### config.mk
export PLATFORM = sky130hd
export DESIGN_NAME = rtlg_ctrl
export DESIGN_NICKNAME = d
export VERILOG_FILES = /design/src/rtl/rtlg_pkg.sv /design/src/rtl/rtlg_ctrl.sv
export SDC_FILE = /design/constraint.sdc
export NUM_CORES = 1
export LEC_CHECK = 0
export CELL_PAD_IN_SITES_DETAIL_PLACEMENT = 1
export CELL_PAD_IN_SITES_GLOBAL_PLACEMENT = 2
export CORE_MARGIN = 5
export CORE_UTILIZATION = 32
export DETAILED_ROUTE_END_ITERATION = 12
export DONT_BUFFER_PORTS = 1
export HOLD_SLACK_MARGIN = 0.12
export PLACE_DENSITY_LB_ADDON = 0.08
export SLEW_MARGIN = 5
export SYNTH_ARGS = -nofsm -noshare
export SYNTH_HDL_FRONTEND = slang
export SYNTH_SLANG_ARGS = --single-unit
### constraint.sdc
create_clock -name clock -period 1.9 [get_ports clock]
set_clock_uncertainty 0.2 [all_clocks]
set_input_delay 0.285 -clock clock [delete_from_list [all_inputs] [get_ports clock]]
set_output_delay 0.285 -clock clock [all_outputs]
set_load 0.005 [all_outputs]
### src/rtl/rtlg_pkg.sv
// ----------------------------------------------------------------------------
// rtlg_pkg: shared types and constants for the tree level growth core
// Command and status structs between the controller and the datapath.
// ----------------------------------------------------------------------------
package rtlg_pkg;

   localparam logic FUNC_RESTART = 1'b0;
   localparam logic FUNC_GROW    = 1'b1;

   localparam logic REG_CHILDREN_MIN = 1'b0;
   localparam logic REG_CHILDREN_MAX = 1'b1;

   // width of the random words, one modulo step per bit
   localparam int RAND_WIDTH = 32;

   typedef struct packed {
      logic start;
      logic restart;
      logic mod_step;
      logic scan_issue;
      logic scan_check;
      logic rd_chosen;
      logic rd_next;
      logic commit_a;
      logic commit_b;
      logic rsp_load;
   } ctrl_type;

   typedef struct packed {
      logic scan_hit;
      logic scan_end;
      logic ovf;
   } stat_type;

endpackage

### src/rtl/rtlg_ctrl.sv
// ----------------------------------------------------------------------------
// rtlg_ctrl: sequencer for the tree level growth core
// Steps the restart, the modulo unit, the level scan, the commit and the result stage.
// ----------------------------------------------------------------------------
module rtlg_ctrl (
   input  logic              clock,
   input  logic              reset,
   input  logic              req_valid,
   output logic              req_stall,
   input  logic              req_func,
   input  logic              rsp_stall,
   output logic              rsp_valid,
   input  rtlg_pkg::stat_type stat,
   output rtlg_pkg::ctrl_type ctrl
);
   import rtlg_pkg::*;

   localparam int CW = $clog2(RAND_WIDTH + 1);

   localparam logic [2:0] S_IDLE = 3'd0;
   localparam logic [2:0] S_MOD  = 3'd1;
   localparam logic [2:0] S_SCAN = 3'd2;
   localparam logic [2:0] S_RDN  = 3'd3;
   localparam logic [2:0] S_WRA  = 3'd4;
   localparam logic [2:0] S_WRB  = 3'd5;
   localparam logic [2:0] S_OUT  = 3'd6;

   logic [2:0]    state_ff, state_in;
   logic [CW-1:0] cnt_ff, cnt_in;
   logic          pend_ff, pend_in;
   logic          rsp_valid_ff, rsp_valid_in;
   logic          rsp_free;

   assign rsp_free  = !rsp_valid_ff || !rsp_stall;
   assign req_stall = (state_ff != S_IDLE);
   assign rsp_valid = rsp_valid_ff;

   always_comb begin
      state_in     = state_ff;
      cnt_in       = cnt_ff;
      pend_in      = 1'b0;
      rsp_valid_in = rsp_valid_ff && rsp_stall;
      ctrl         = '0;
      unique case (state_ff)
         S_IDLE: begin
            if (req_valid) begin
               ctrl.start = 1'b1;
               if (req_func == FUNC_RESTART) begin
                  ctrl.restart = 1'b1;
                  state_in     = S_OUT;
               end else begin
                  cnt_in   = '0;
                  state_in = S_MOD;
               end
            end
         end
         S_MOD: begin
            ctrl.mod_step = 1'b1;
            cnt_in        = cnt_ff + 1'b1;
            if (cnt_ff == CW'(RAND_WIDTH - 1)) begin
               state_in = S_SCAN;
            end
         end
         S_SCAN: begin
            ctrl.scan_check = pend_ff;
            if (pend_ff && (stat.scan_hit || stat.scan_end)) begin
               ctrl.rd_next = 1'b1;
               state_in     = S_RDN;
            end else begin
               ctrl.scan_issue = 1'b1;
               pend_in         = 1'b1;
            end
         end
         S_RDN: begin
            ctrl.rd_chosen = 1'b1;
            state_in       = S_WRA;
         end
         // next level is written first, then the chosen level
         S_WRA: begin
            if (stat.ovf) begin
               state_in = S_OUT;
            end else begin
               ctrl.commit_b = 1'b1;
               state_in      = S_WRB;
            end
         end
         S_WRB: begin
            ctrl.commit_a = 1'b1;
            state_in      = S_OUT;
         end
         S_OUT: begin
            if (rsp_free) begin
               ctrl.rsp_load = 1'b1;
               rsp_valid_in  = 1'b1;
               state_in      = S_IDLE;
            end
         end
         default: state_in = S_IDLE;
      endcase
   end

   always_ff @(posedge clock) begin
      if (reset) begin
         state_ff     <= S_IDLE;
         cnt_ff       <= '0;
         pend_ff      <= 1'b0;
         rsp_valid_ff <= 1'b0;
      end else begin
         state_ff     <= state_in;
         cnt_ff       <= cnt_in;
         pend_ff      <= pend_in;
         rsp_valid_ff <= rsp_valid_in;
      end
   end

endmodule

---- After elaboration in Yosys (flattened, before gate mapping) ----
Cells that the tools add are included.
storage, ports and cells
  logic and storage cells ................. 56
  register bits ........................... 11
  output and inout bits ................... 12
cells by class
  reduce and logical (&&, ||, !) cells .... 12
  equal/unequal tests ..................... 12
  bitwise operators ....................... 1
  add/sub/neg operators ................... 1
  multiplexer cells ....................... 26
operators with widths
  kind                                            number
  case mux 3 bit (7 select lines)                 1
  2-to-1 mux 3 bit                                5
  2-to-1 mux 1 bit                                13
  2-to-1 mux 6 bit                                2
  case mux 6 bit (2 select lines)                 1
  inequality test 2 bit (second input constant)   5
  == test 3 bit (second input constant)           3
  2-to-1 mux 2 bit                                4
  adder 6 x 1 -> 6 bit (second input constant)    1
  == test 3 x 2 -> 1 bit (second input constant)  2
  == test 6 x 5 -> 1 bit (second input constant)  1
  AND reduction 4 bit                             1
  == test 3 x 1 -> 1 bit (second input constant)  1
  zero test 3 bit                                 1
  AND reduction 3 bit                             1
  nonzero test 3 bit                              1
  logical AND 1 bit                               2
  zero test 1 bit                                 2
  logical OR 1 bit                                2
  nonzero test 2 bit                              1
  OR reduction 2 bit                              1
  inverter 1 bit                                  1

---- Logic depth before layout (Yosys ltp) ----
  depth in word-level cells ............... 4
  gate-level depth with buffers ........... 5
  gate-level depth less buffers ........... 5

---- Worst setup path before layout ----
OpenSTA, ideal clock, no wires.
  kind .................................... flip-flop to output port
  from .................................... reg state_ff[0]
  to ...................................... out ctrl[8] in the netlist's numbering
  arrival time ............................ 0.994 ns
  required time ........................... 1.415 ns
  stages on the path, launching flop included .. 5
  path slack .............................. 0.421 ns
  cell sequence ........................... dfxtp_1 buf_2 nor3_1 and2_1 nor2b_1
RTL lines
  item                    line              text
  start, declared         rtlg_ctrl.sv:28   logic [2:0] state_ff, state_in;
  start signal, assigned  rtlg_ctrl.sv:109  state_ff <= state_in;
  end, declared           rtlg_ctrl.sv:14   output rtlg_pkg::ctrl_type ctrl

==> reports/qor.json <==
{
  "synth_fa_ha_area_share": {"value": 1.90, "unit": "%"},
  "yosys.cell_types.count": {"value": 33},
  "netlist.top_cell.by_area": {"value": "sky130_fd_sc_hd__dfxtp_1"},
  "synth.avg_cell_area": {"value": 7.94, "unit": "sq um"},
  "floorplan.core_area": {"value": 1960, "unit": "sq um"},
  "routed_wire_length_per_instance": {"value": 15.6, "unit": "um"},
  "status": {"value": "finished clean"},
  "synth_sequential_area_ratio": {"value": 33.4, "unit": "%"},
  "route.vias.total": {"value": 601},
  "cp.arrival": {"value": 1.31, "unit": "ns"},
  "slew_violations": {"value": 0},
  "tritoncts": {"value": "done"},
  "reg2reg_setup_slack": {"value": 0.22, "unit": "ns"},
  "grt_antenna_before_repair": {"value": 0},
  "globalRouteTotalUtil": {"value": 12.6, "unit": "%"},
  "firstDrtPassIters": {"value": 3},
  "synth_simple_gate_area_share": {"value": 33.4, "unit": "%"},
  "cp-end-kind": {"value": "primary output"},
  "crit_path_cell_trace": {"value": "nor3_2, and2_1, nor2b_1"},
  "total_leakage_power": {"value": 0.267, "unit": "nW"},
  "ys_ff_latch": {"value": 11},
  "synth_edf_count": {"value": 0},
  "p_total": {"value": 0.927, "unit": "mW"},
  "io-pin-count": {"value": 20},
  "worst_slew_margin_rel": {"value": 61.1, "unit": "%"},
  "area_delta_synth_final": {"value": 14.0, "unit": "%"},
  "routed_wl": {"value": 1800, "unit": "um"},
  "grt_setup_unrepaired": {"value": "false"},
  "placedInstanceArea": {"value": 676, "unit": "sq um"},
  "htree_levels": {"value": 1},
  "drtAntennaViolNets": {"value": 0},
  "max-cap-violations": {"value": 0},
  "cts_made_buffers": {"value": 3},
  "layout_min_cycle_time": {"value": 1.79, "unit": "ns"},
  "first_global_vias": {"value": 638},
  "numPlacedInstances": {"value": 107},
  "hold_slack": {"value": 0.120, "unit": "ns"},
  "route.detailed.vias_per_inst": {"value": 5.23},
  "synth.cell_area": {"value": 659, "unit": "sq um"},
  "synthTopCellsByCount": {"value": "sky130_fd_sc_hd__dfxtp_1, sky130_fd_sc_hd__nor2_1, sky130_fd_sc_hd__nand2_1"},
  "regArea": {"value": 225, "unit": "sq um"},
  "insertedDiodeCount": {"value": 0},
  "place_congestion": {"value": 0.788},
  "clock_path_buffers": {"value": 2},
  "predominant_post_synthesis_flop_cell": {"value": "sky130_fd_sc_hd__dfxtp_1"},
  "synth_largest_type_area_fraction": {"value": 33.4, "unit": "%"},
  "vdd.ir_drop.worst": {"value": 0.000555, "unit": "V"},
  "globalRouteOverflowTotal": {"value": 0},
  "fillCellCount": {"value": 265},
  "drive_gt1_share": {"value": 14.8, "unit": "%"},
  "fp.dieH": {"value": 55.4, "unit": "um"},
  "multiInputGateArea": {"value": 400, "unit": "sq um"},
  "final_cell_area": {"value": 752, "unit": "sq um"},
  "synth_compound_area_share": {"value": 19.4, "unit": "%"},
  "ctsRootBufferMaster": {"value": "sky130_fd_sc_hd__clkbuf_4"},
  "worstMarginPinSlew": {"value": 0.583, "unit": "ns"},
  "yosys-top-cells-area": {"value": "sky130_fd_sc_hd__dfxtp_1, sky130_fd_sc_hd__nor2_1, sky130_fd_sc_hd__xnor2_1"},
  "post-route-period-util": {"value": 94.2, "unit": "%"},
  "synthMuxAreaShare": {"value": 0, "unit": "%"},
  "finalNonFillerCells": {"value": 115},
  "clock_latency": {"value": 0.27, "unit": "ns"},
  "path_max_fanout": {"value": 10},
  "grt_first_pass_wirelength": {"value": 3130, "unit": "um"},
  "final.setup.tns": {"value": 0, "unit": "ns"},
  "slowest_stage": {"value": "sky130_fd_sc_hd__dfxtp_2"},
  "post_synth_inst_count": {"value": 83},
  "initial_core_util": {"value": 33.6, "unit": "%"},
  "syn_nets": {"value": 92},
  "cts.sink_count": {"value": 11},
  "dr.first_iter.drc_count": {"value": 11},
  "port_buffers": {"value": 0},
  "die_area": {"value": 3070, "unit": "sq um"},
  "hold_class": {"value": "in -> reg"},
  "timing.critical_path.required": {"value": 1.41, "unit": "ns"},
  "hold_viol": {"value": 0},
  "hpwl": {"value": 1340, "unit": "um"},
  "worst-setup-path-type": {"value": "reg -> out"},
  "setup_viol": {"value": 0},
  "fmaxAchievable": {"value": 0.559, "unit": "GHz"},
  "power_density": {"value": 1230, "unit": "nW/um^2"},
  "path_delay_family": {"value": "simple AND/OR/NAND/NOR gates"},
  "grt_start_max_net_pins": {"value": 14},
  "design.final.nets": {"value": 98},
  "async_flop_share": {"value": 0, "unit": "%"},
  "die-width": {"value": 55.4, "unit": "um"},
  "clkSlewWorstSetupHoldPaths": {"value": 0.08, "unit": "ns"},
  "dominant_combinational_cell_family_by_area_after_synthesis": {"value": "simple AND/OR/NAND/NOR gates"},
  "critical_path_buf_inv_count": {"value": 0},
  "worst_path_largest_cell_delay": {"value": 0.39, "unit": "ns"},
  "core.rowCount": {"value": 16},
  "drt_drc_violations_left": {"value": 0},
  "synthXorXnorAreaFrac": {"value": 5.31, "unit": "%"},
  "synth.yosys.warnings": {"value": 0},
  "worstSetupStartpointType": {"value": "flip-flop"}
}
-- layer usage --
metal	vias up	track usage, %	wire (um)
met3	2	5.83	98
met5	-	0	0
li1	303	-	-
met4	0	2.08	10
met1	286	14.9	811
met2	10	21.1	876
-- final timing paths --
check        cells after the start         to        start
max reg2reg                      4  cnt_ff[4]  state_ff[0]
min reg2reg                      2  cnt_ff[1]    cnt_ff[1]
max                              3    ctrl[8]  state_ff[2]
min                              3    pend_ff      stat[1]
-- cell families after synthesis --
| family | Yosys count |
|---|---|
| AOI/OAI and AO/OA | 20 |
| xor gates and xnor gates | 4 |
| adders and majority gates | 1 |
| buffers and inverters | 8 |
| DFF | 11 |
| and+or+nand+nor | 39 |
-- final cells by class --
class | count | share of cell area [%]
Clock buffer | 4 | 3.49
Inverter | 3 | 1.50
Multi-Input combinational cell | 64 | 53.2
Sequential cell | 11 | 30.0
Tap cell | 27 | 4.49
Timing Repair Buffer | 6 | 7.32
-- tightest hold or removal path, stage by stage --
cell and delay, ns:
sky130_fd_sc_hd__o21ai_0 0.06, sky130_fd_sc_hd__nand2_1 0.14, sky130_fd_sc_hd__nor2_1 0.06
-- repair_timing --
| item | CTS | global route |
|---|---|---|
| endpoints found under the hold margin | 11 | 0 |
| hold buffers | 4 | 0 |
| setup endpoints to repair | 2 | 3 |
| resized for setup | 2 | 2 |
| buffers inserted | 0 | 0 |
-- placed cells by master, fill, tap and decap left out, types with 2 or more instances in the layout --
| master | synthesis | layout |
|---|---|---|
| sky130_fd_sc_hd__nor2_1 | 11 | 11 |
| sky130_fd_sc_hd__dfxtp_1 | 11 | 9 |
| sky130_fd_sc_hd__nand2_1 | 8 | 8 |
| sky130_fd_sc_hd__a21oi_1 | 6 | 6 |
| sky130_fd_sc_hd__nor3_1 | 5 | 4 |
| sky130_fd_sc_hd__o21ai_0 | 4 | 4 |
| sky130_fd_sc_hd__xnor2_1 | 4 | 4 |
| sky130_fd_sc_hd__dlygate4sd3_1 | 0 | 4 |
| sky130_fd_sc_hd__inv_1 | 3 | 3 |
| sky130_fd_sc_hd__clkbuf_4 | 0 | 3 |
| sky130_fd_sc_hd__and2_1 | 2 | 2 |
| sky130_fd_sc_hd__nor3b_2 | 2 | 2 |
| sky130_fd_sc_hd__nand3_1 | 2 | 2 |
| sky130_fd_sc_hd__o21a_1 | 2 | 2 |
| sky130_fd_sc_hd__o31ai_1 | 2 | 2 |
| sky130_fd_sc_hd__buf_4 | 1 | 2 |
-- per-stage QoR --
step | utilization, % | setup WS, ns
finish | 38.3 | 0.110
global route | 38.3 | 0.0313
CTS | 38.1 | 0.0364
detailed placement | 34.4 | 0.206
global placement | 34.4 | 0.240
floorplan | - | 0.421
-- report_power, final --
group          total, mW  switching, mW  leakage, nW  internal [mW]
Combinational      0.391          0.231        0.162          0.160
Clock              0.160         0.0787       0.0150         0.0811
Sequential         0.376         0.0964       0.0904          0.280
Total              0.927          0.406        0.267          0.521
-- state kept, by name (all words and copies together), names as in the netlist --
register and count:
pend_ff 1, state_ff 3, rsp_valid 1, cnt_ff 6
(Power assumes the default switching activity.)
